==> src/design/tcc_pkg.sv <==
// Shared types and constants for the text console cursor controller.
// No dependencies; imported by tcc_mod, tcc_step and the top level.
`timescale 1ns / 1ps

package tcc_pkg;

    typedef enum logic [2:0] {
        OP_ERASE  = 3'd0,
        OP_GLYPH  = 3'd1,
        OP_CLEAR  = 3'd2,
        OP_SCROLL = 3'd3,
        OP_CURSOR = 3'd4
    } op_t;

    typedef struct packed {
        op_t        op;
        logic [7:0] column;
        logic [6:0] row;
        logic [7:0] glyph;
        logic       last;
    } cmd_t;

    typedef struct packed {
        logic [7:0] column;
        logic [6:0] row;
    } pos_t;

    typedef struct packed {
        logic busy;
        logic done;
    } mod_stat_t;

    localparam int unsigned MAX_CMDS = 4;

    localparam logic [7:0] CH_NUL       = 8'd0;
    localparam logic [7:0] CH_BACKSPACE = 8'd8;
    localparam logic [7:0] CH_TAB       = 8'd9;
    localparam logic [7:0] CH_NEWLINE   = 8'd10;

    // register select is the word address bit
    localparam logic REG_COLUMNS = 1'b0;
    localparam logic REG_ROWS    = 1'b1;

    localparam logic [7:0] COLUMNS_RESET = 8'd80;
    localparam logic [6:0] ROWS_RESET    = 7'd30;

endpackage

==> src/design/tcc_mod.sv <==
// Restoring remainder unit: dividend % divisor, one quotient bit per cycle.
// Depends on tcc_pkg.
`timescale 1ns / 1ps

module tcc_mod (
    input  logic                  aclk,
    input  logic                  aresetn,
    input  logic                  start,
    input  logic [7:0]            dividend,
    input  logic [7:0]            divisor,
    output tcc_pkg::mod_stat_t    status,
    output logic [7:0]            rem
);
    import tcc_pkg::*;

    logic       busy_reg, busy_next;
    logic       done_reg, done_next;
    logic [2:0] step_reg, step_next;
    logic [7:0] x_reg;
    logic [7:0] d_reg;
    logic [7:0] rem_reg, rem_next;
    logic [8:0] trial;

    always_comb begin
        trial    = {rem_reg, x_reg[7]};
        rem_next = (trial >= {1'b0, d_reg}) ? 8'(trial - {1'b0, d_reg}) : trial[7:0];
    end

    always_comb begin
        busy_next = busy_reg;
        done_next = 1'b0;
        step_next = step_reg;
        if (start) begin
            busy_next = 1'b1;
            step_next = 3'd0;
        end else if (busy_reg) begin
            step_next = step_reg + 3'd1;
            if (step_reg == 3'd7) begin
                busy_next = 1'b0;
                done_next = 1'b1;
            end
        end
    end

    always_ff @(posedge aclk) begin
        if (!aresetn) begin
            busy_reg <= 1'b0;
            done_reg <= 1'b0;
            step_reg <= 3'd0;
        end else begin
            busy_reg <= busy_next;
            done_reg <= done_next;
            step_reg <= step_next;
        end
    end

    always_ff @(posedge aclk) begin
        if (start) begin
            x_reg   <= dividend;
            d_reg   <= divisor;
            rem_reg <= 8'd0;
        end else if (busy_reg) begin
            x_reg   <= {x_reg[6:0], 1'b0};
            rem_reg <= rem_next;
        end
    end

    assign status = '{busy: busy_reg, done: done_reg};
    assign rem    = rem_reg;

endmodule

==> src/design/tcc_step.sv <==
// Command builder: turns one character and the cursor state into the ordered
// drawing commands and the next cursor cell. Depends on tcc_pkg.
`timescale 1ns / 1ps

module tcc_step #(
    parameter int unsigned TAB_WIDTH = 8
) (
    input  logic [7:0]                               char_code,
    input  tcc_pkg::pos_t                            cur,
    input  tcc_pkg::pos_t                            shown,
    input  logic [7:0]                               bs_column,
    input  logic [7:0]                               ncol,
    input  logic [6:0]                               nrow,
    output tcc_pkg::cmd_t [tcc_pkg::MAX_CMDS-1:0]    cmds,
    output logic [2:0]                               count,
    output tcc_pkg::pos_t                            nxt
);
    import tcc_pkg::*;

    // floor(col / TAB_WIDTH) via reciprocal; exact for 8-bit col and 2 <= width <= 32
    localparam int unsigned TabRecip = 65536 / TAB_WIDTH + 1;

    logic [23:0] tab_prod;
    logic [7:0]  tab_q;
    logic [15:0] tab_stop;
    logic [7:0]  px;
    logic [6:0]  py;
    logic [8:0]  col_a, col_w;
    logic [7:0]  row_a, row_w, row_s;
    logic        mid_valid;
    cmd_t        mid;
    logic        scroll;
    logic [1:0]  idx;

    always_comb begin
        tab_prod = cur.column * TabRecip[15:0];
        tab_q    = tab_prod[23:16];
        tab_stop = 16'(({8'd0, tab_q} + 16'd1) * 16'(TAB_WIDTH));
        // backspace target: at a line start, the last column of the row above
        px = (cur.column == 8'd0) ? ncol - 8'd1 : bs_column;
        py = (cur.column == 8'd0) ? cur.row - 7'd1 : cur.row;
    end

    always_comb begin
        col_a     = {1'b0, cur.column};
        row_a     = {1'b0, cur.row};
        mid_valid = 1'b0;
        mid       = '{op: OP_GLYPH, column: cur.column, row: cur.row,
                      glyph: char_code, last: 1'b0};
        case (char_code)
            CH_NEWLINE: begin
                col_a = 9'd0;
                row_a = {1'b0, cur.row} + 8'd1;
            end
            CH_BACKSPACE: begin
                if (cur.column != 8'd0 || cur.row != 7'd0) begin
                    mid_valid = 1'b1;
                    mid   = '{op: OP_CLEAR, column: px, row: py, glyph: 8'd0, last: 1'b0};
                    col_a = {1'b0, px};
                    row_a = {1'b0, py};
                end
            end
            CH_TAB: begin
                col_a = tab_stop[8:0];
            end
            default: begin
                mid_valid = 1'b1;
                col_a     = {1'b0, cur.column} + 9'd1;
            end
        endcase

        if (col_a >= {1'b0, ncol}) begin
            col_w = 9'd0;
            row_w = row_a + 8'd1;
        end else begin
            col_w = col_a;
            row_w = row_a;
        end
        scroll = (row_w >= {1'b0, nrow});
        row_s  = scroll ? {1'b0, nrow - 7'd1} : row_w;

        nxt = '{column: col_w[7:0], row: row_s[6:0]};
    end

    always_comb begin
        cmds    = '0;
        cmds[0] = '{op: OP_ERASE, column: shown.column, row: shown.row,
                    glyph: 8'd0, last: 1'b0};
        idx = 2'd1;
        if (mid_valid) begin
            cmds[idx] = mid;
            idx       = idx + 2'd1;
        end
        if (scroll) begin
            cmds[idx] = '{op: OP_SCROLL, column: 8'd0, row: 7'd0, glyph: 8'd0, last: 1'b0};
            idx       = idx + 2'd1;
        end
        cmds[idx] = '{op: OP_CURSOR, column: nxt.column, row: nxt.row,
                      glyph: 8'd0, last: 1'b1};
        count = (char_code == CH_NUL) ? 3'd0 : {1'b0, idx} + 3'd1;
    end

endmodule

==> src/design/text_console_cursor_control.sv <==
// Text console cursor controller: an accepted item is registered, then its
// 2 to 4 commands (none for a NUL) are loaded into the output buffer and
// leave one per cycle while m_ready is high; items follow back to back.
// A columns/rows write holds s_ready low from the access cycle until the
// remainder unit has refreshed the backspace column.
// Synchronous active-low reset: cursor and shown cell at 0,0, geometry 80 x 30.
`timescale 1ns / 1ps

module text_console_cursor_control #(
    parameter int unsigned TAB_WIDTH = 8
) (
    input  logic        aclk,
    input  logic        aresetn,
    input  logic        s_valid,
    output logic        s_ready,
    input  logic [7:0]  s_char_code,
    output logic        m_valid,
    input  logic        m_ready,
    output logic [2:0]  m_op,
    output logic [7:0]  m_column,
    output logic [6:0]  m_row,
    output logic [7:0]  m_glyph,
    output logic        m_last,
    input  logic        psel,
    input  logic        penable,
    input  logic        pwrite,
    input  logic [2:0]  paddr,
    input  logic [31:0] pwdata,
    output logic [31:0] prdata,
    output logic        pready
);
    import tcc_pkg::*;

    logic        in_valid_reg, in_valid_next;
    logic [7:0]  in_char_reg;
    logic [7:0]  columns_reg;
    logic [6:0]  rows_reg;
    logic [7:0]  ncol;
    logic [6:0]  nrow;
    pos_t        cur_reg, shown_reg;
    logic [7:0]  bs_col_reg;
    logic        start_reg;
    logic        cfg_wr;
    logic        blocked;
    logic        consume;
    logic        load;
    cmd_t [MAX_CMDS-1:0] buf_reg, buf_next;
    logic [2:0]  cnt_reg, cnt_next;
    cmd_t [MAX_CMDS-1:0] step_cmds;
    logic [2:0]  step_count;
    pos_t        step_nxt;
    mod_stat_t   mod_stat;
    logic [7:0]  mod_rem;

    assign pready = 1'b1;
    assign cfg_wr = psel & penable & pwrite & pready;
    assign ncol   = (columns_reg == 8'd0) ? 8'd1 : columns_reg;
    assign nrow   = (rows_reg == 7'd0) ? 7'd1 : rows_reg;

    always_comb begin
        case (paddr[2])
            REG_COLUMNS: prdata = {24'd0, columns_reg};
            REG_ROWS:    prdata = {25'd0, rows_reg};
            default:     prdata = 32'd0;
        endcase
    end

    tcc_step #(.TAB_WIDTH(TAB_WIDTH)) u_step (
        .char_code (in_char_reg),
        .cur       (cur_reg),
        .shown     (shown_reg),
        .bs_column (bs_col_reg),
        .ncol      (ncol),
        .nrow      (nrow),
        .cmds      (step_cmds),
        .count     (step_count),
        .nxt       (step_nxt)
    );

    // backspace column (col-1) % columns, refreshed after a geometry change
    tcc_mod u_mod (
        .aclk     (aclk),
        .aresetn  (aresetn),
        .start    (start_reg),
        .dividend (cur_reg.column - 8'd1),
        .divisor  (ncol),
        .status   (mod_stat),
        .rem      (mod_rem)
    );

    assign blocked = cfg_wr | start_reg | mod_stat.busy | mod_stat.done;
    assign consume = in_valid_reg & ~blocked &
                     ((cnt_reg == 3'd0) | ((cnt_reg == 3'd1) & m_ready));
    assign load    = consume & (step_count != 3'd0);
    assign s_ready = ~blocked & (~in_valid_reg | consume);

    always_comb begin
        in_valid_next = in_valid_reg;
        if (s_valid && s_ready) begin
            in_valid_next = 1'b1;
        end else if (consume) begin
            in_valid_next = 1'b0;
        end
    end

    always_comb begin
        buf_next = buf_reg;
        cnt_next = cnt_reg;
        if (load) begin
            buf_next = step_cmds;
            cnt_next = step_count;
        end else if (m_valid && m_ready) begin
            for (int i = 0; i < MAX_CMDS - 1; i++) begin
                buf_next[i] = buf_reg[i+1];
            end
            cnt_next = cnt_reg - 3'd1;
        end
    end

    always_ff @(posedge aclk) begin
        if (!aresetn) begin
            in_valid_reg <= 1'b0;
            cnt_reg      <= 3'd0;
            start_reg    <= 1'b0;
            columns_reg  <= COLUMNS_RESET;
            rows_reg     <= ROWS_RESET;
            cur_reg      <= '0;
            shown_reg    <= '0;
            bs_col_reg   <= 8'd0;
        end else begin
            in_valid_reg <= in_valid_next;
            cnt_reg      <= cnt_next;
            start_reg    <= cfg_wr;
            if (cfg_wr) begin
                case (paddr[2])
                    REG_COLUMNS: columns_reg <= pwdata[7:0];
                    REG_ROWS:    rows_reg    <= pwdata[6:0];
                    default:     ;
                endcase
            end
            if (load) begin
                cur_reg    <= step_nxt;
                shown_reg  <= step_nxt;
                // new column is in range, so no wrap on the next backspace
                bs_col_reg <= step_nxt.column - 8'd1;
            end else if (mod_stat.done) begin
                bs_col_reg <= mod_rem;
            end
        end
    end

    always_ff @(posedge aclk) begin
        if (s_valid && s_ready) begin
            in_char_reg <= s_char_code;
        end
        buf_reg <= buf_next;
    end

    assign m_valid  = (cnt_reg != 3'd0);
    assign m_op     = buf_reg[0].op;
    assign m_column = buf_reg[0].column;
    assign m_row    = buf_reg[0].row;
    assign m_glyph  = buf_reg[0].glyph;
    assign m_last   = buf_reg[0].last;

`ifndef SYNTHESIS
    a_first_is_erase: assert property (@(posedge aclk) disable iff (!aresetn)
        load |=> (m_op == OP_ERASE && m_valid))
        else $error("item did not start with a cursor erase");

    a_last_is_cursor: assert property (@(posedge aclk) disable iff (!aresetn)
        (m_valid && m_last) |-> (m_op == OP_CURSOR))
        else $error("last command of an item is not a cursor draw");

    a_hold_during_mod: assert property (@(posedge aclk) disable iff (!aresetn)
        mod_stat.busy |-> !s_ready)
        else $error("item taken while remainder unit busy");

    a_cnt_range: assert property (@(posedge aclk) disable iff (!aresetn)
        cnt_reg <= 3'(MAX_CMDS))
        else $error("command count overflow");
`endif

endmodule
==> config.mk <==
export PLATFORM = sky130hd
export DESIGN_NAME = text_console_cursor_control
export DESIGN_NICKNAME = d
export VERILOG_FILES = /design/src/design/tcc_pkg.sv /design/src/design/tcc_mod.sv /design/src/design/tcc_step.sv /design/src/design/text_console_cursor_control.sv
export SDC_FILE = /design/constraint.sdc
export NUM_CORES = 1
export LEC_CHECK = 0
export ABC_AREA = 0
export BUFFER_PORTS_ARGS = -buffer_cell sky130_fd_sc_hd__buf_2
export CAP_MARGIN = 25
export CORE_AREA = 2 2 158 122
export CTS_BUF_LIST = sky130_fd_sc_hd__clkbuf_4
export CTS_CLUSTER_SIZE = 25
export DETAILED_ROUTE_END_ITERATION = 6
export DIE_AREA = 0 0 160 124
export MAX_ROUTING_LAYER = met4
export PLACE_DENSITY = 0.83
export SLEW_MARGIN = 30
export SYNTH_ARGS = -nofsm -noshare
export SYNTH_HDL_FRONTEND = slang
export SYNTH_SLANG_ARGS = --single-unit
==> constraint.sdc <==
create_clock -name aclk -period 6.4 [get_ports aclk]
set_clock_uncertainty 0.15 [all_clocks]
set_input_delay 0.32 -clock aclk [delete_from_list [all_inputs] [get_ports aclk]]
set_output_delay 0.32 -clock aclk [all_outputs]
set_load 0.01 [all_outputs]
==> run summary <==
Counting along the longest clock path gives a buffer depth of 2. The clock buffer count from CTS came out at 17. The routed wire length per instance is roughly 19 um. The arrival time of data at the critical path endpoint is 6.42 ns. Timing would allow up to 161.0 MHz. Routability-driven placement finished with a final weighted congestion of approximately 1.

The startpoint identified for the worst register-to-register timing path is in_char_reg[4]. The global-route layer with the greatest usage is met2. The Yosys warning count came out at 0. The number of clock sinks came out at 165. The sequential fraction of the synthesis area is 0.4451.

The worst setup path is captured at a flop. The number of top-level pins is 112. The worst pin sits at a relative slew slack of 0.3705.

The register bit count reported by yosys is 165. The routed layout has 8095 vias. The tightest min-delay check is of the in -> reg type. For this run, design rule violations remaining after detail routing come to 3. Subtracting the final worst setup slack from the clock period gives 6.209 ns. The number of pins exceeding their max-slew limit in the final report is 0. The clock latency on the worst-skew pair is 0.60 ns. The number of diodes is 0. The number of antenna violations at the first check in global routing is 0. The final layout contains routed wiring with a total length of between 20 and 30 mm.

The core area is 18180 um2. The number of max-capacitance violations reported is 0. The via count normalized by instance count came out at approximately 5.9. The design draws about 0.0037 W. The total congestion overflow is 0. TritonCTS built the clock tree. The timing startpoint of the critical path is in_char_reg[4]. The share of flip-flops with an asynchronous set or reset after synthesis came out at 0.

The depth of the worst register-to-register path is 25. Input and output buffers added on the ports amount to 60. The global routing usage summed across all routing layers came out at 0.2717. The proportion of layout cells with a drive suffix above 1 came out at 0.1933. The measured slew at the worst slew-check pin came out at 0.9432 ns. In the finished design, the share of the clock period the worst path needs comes to 0.9702. In this run the horizontal extent of the chip is 160 um. The initial utilization of the core area, before any placement, comes to 0.5429.

The iteration-0 DRC count of the detailed router is 890. The worst register-to-register path ends at m_column[6]. For this run, the detailed router's first-pass iteration total came to 7. The leading cell type by number of instances after synthesis is nand2_1.

For met2 alone, demand over resource in global routing was 0.3985. The register-to-register setup slack came out at 0.19 ns. The worst-path cell with the longest stage delay is or4_1. The power per cell area came out at 333.2 nW/um2. In this run the worst path has a maximum fanout of 15. The largest net degree at the start of global routing is between 80 and 90.

The highest ir drop seen on vdd came out at 536.2 uV. The clock transition at the register clock pins on the worst setup and hold paths after CTS is between 0.1 and 0.15 ns. Yosys attributes the largest share of cell area to edfxtp_1 (33%), dfxtp_1 (11%), ha_1 (5.2%), nand2_1 (4.4%), buf_4 (3.9%). The via count of the first global-routing pass came to approximately 7400.

In the synthesized netlist, the number of instances is 1058. The number of placed instances, taps included came out at 1324. The global routing met1 resource utilization came out at 0.3814.

The final cell count without fillers is about 1400. The flow ran to the end, but the final reports show violations. Yosys mapped a number of flops with a built-in enable equal to 109. In the synthesized netlist, the cells that appear most often are nand2_1 (115), edfxtp_1 (109), nor2_1 (78). The startpoint type of the worst setup path is a flop. The height of the chip is 124 um. After the last flow step, the layout net total stands at 1212. The area growth from synthesis to final layout is 11.93%. The flip-flop count of the largest register after layout is 59. In this run the number of H-tree levels came out at 4.

For this run, the leading register cell type out of synthesis is edfxtp_1. The root buffer cell chosen for the clock tree is clkbuf_4. The wire length of the first global-routing pass is around 40 mm. The number of placement rows came out at 43. The number of unique standard cell types used by synthesis is 83. The area fraction of the dominant cell type after synthesis came out at 0.3316. The highest cell delay on the worst timing path came out at 0.68 ns. The cell depth of the worst hold path is 2.

By instance count, the cell type seen most on the critical path is nand2_1. The netlist area before placement is 9872 um2. The mean instance size in the synthesized netlist came out at 9.331 um2.

The biggest area contributor in the post-synthesis netlist is edfxtp_1. After layout, the worst setup slack is roughly 0.19 ns. The final number of setup-violating endpoints is 0.

In this run the worst setup path terminates at m_column[6]. The final reports fail on DRC. Detailed placement ended at an HPWL of 18.67 mm. The worst setup path is of the reg -> reg kind. After filler insertion, the fill cell instance count of the layout stands at 1591. The number of hold-slack violations in the final timing report came out at 0. The met3 track demand over resource is 0.06161.

At the placement stage, the worst setup path has a slack of -0.1235 ns. The area enclosed by the die boundary is 19840 um2. The count of nets left with antenna violations once routing finished came out at 0. The analysis attributes to cell leakage a power of 4.436 nW. The required time of the worst setup path is 6.61 ns.
-- how the worst min path moves through the flow --
stage                       from           endpoint  slack, ns
2_1_floorplan     s_char_code[0]     in_char_reg[0]       0.27
3_3_place_gp   u_mod.step_reg[1]  u_mod.step_reg[1]       0.33
3_5_place_dp      columns_reg[4]     u_mod.d_reg[4]       0.34
4_1_cts                  aresetn     columns_reg[4]       0.04
5_1_grt                  aresetn     columns_reg[6]       0.04
6_report                 aresetn        rows_reg[1]       0.06
-- per-stage QoR --
step	setup TNS (ns)	hold WS [ns]	area (um2)	utilization
final	0	0.06381	11050	0.6076
after global routing	-0.4418	0.04292	11050	0.6076
after CTS	0	0.03692	10870	0.5977
after detailed placement	-1.312	0.3382	10380	0.5707
after global placement	0	0.3294	10380	0.5707
after floorplan	0	0.2689	9978	-
-- per-layer routing --
| layer | routed length [um] | share of wire |
|---|---|---|
| met1 | 11730 | 0.46 |
| met2 | 11130 | 0.43 |
| met3 | 2395 | 0.093 |
| met4 | 401 | 0.016 |
| met5 | 0 | 0 |
-- worst max-delay path: cells and delay by family (launching register included) --
family | cells | cell delay, ns
and+or+nand+nor | 5 | 1.19
adders and majority gates | 3 | 0.81
AOI/OAI and AO/OA | 13 | 2.57
muxes | 1 | 0.28
buffers and inverters | 3 | 0.50
DFF | 1 | 0.45
-- where the power goes --
part,switching [W],internal [W],total [W]
registers,0.000102,0.00153,0.00163
clock network,0.000399,0.000248,0.000647
logic,0.000866,0.000536,0.00140
-- cells in the final DEF, fill, tap and decap left out, types with 4 or more instances in the layout --
cell type,synthesis,final
mux2_2,6,6
or3_1,4,4
nand4_1,6,6
o31ai_1,7,6
conb_1,2,25
nand3_1,15,14
nand2_1,115,115
a21oi_2,2,5
a211oi_1,14,13
a31oi_1,15,15
o21ai_1,1,5
a21o_1,12,12
a41oi_1,5,4
a21boi_0,4,4
a22oi_1,8,8
inv_4,1,5
nand2b_1,11,10
clkbuf_4,0,19
edfxtp_1,109,109
dlygate4sd3_1,0,18
o211ai_1,10,10
inv_1,50,49
buf_4,51,64
nor2b_1,8,8
mux2i_1,15,14
a22o_1,6,6
nor2_1,78,76
dfxtp_1,56,54
o21ai_0,71,67
nor3_1,31,30
a211o_1,4,4
xnor2_1,27,26
a21oi_1,74,71
xor2_1,9,9
and2_1,24,24
nor3b_1,7,6
buf_2,4,60
ha_1,41,38
and3_1,17,17
-- logic make-up after synthesis --
family | synth area share
compound gates | 0.1812
simple gates | 0.1716
buf+inv | 0.08897
mux | 0.02357
flops | 0.4451
other cells | 0.0007607
fa+ha+maj | 0.05399
xor+xnor | 0.03473
-- timing repair --
action	4_1_cts	5_1_grt
setup buffers	0	6
hold buffers	18	0
hold endpoints to repair	25	0
cloned	0	0
setup endpoints to repair	34	68
pin swaps	0	8
resized for setup	5	26
-- cell type report --
| cell class | count | area [um2] | area share |
|---|---|---|---|
| Clock buffer | 19 | 142.6 | 0.01291 |
| Clock inverter | 13 | 145.1 | 0.01314 |
| Inverter | 51 | 193.9 | 0.01755 |
| Multi-Input combinational cell | 741 | 4870 | 0.4407 |
| Sequential cell | 165 | 4397 | 0.3979 |
| Tap cell | 247 | 309.0 | 0.02797 |
| Timing Repair Buffer | 144 | 992.2 | 0.08980 |
No activity file was read; power rests on OpenSTA's default activity.
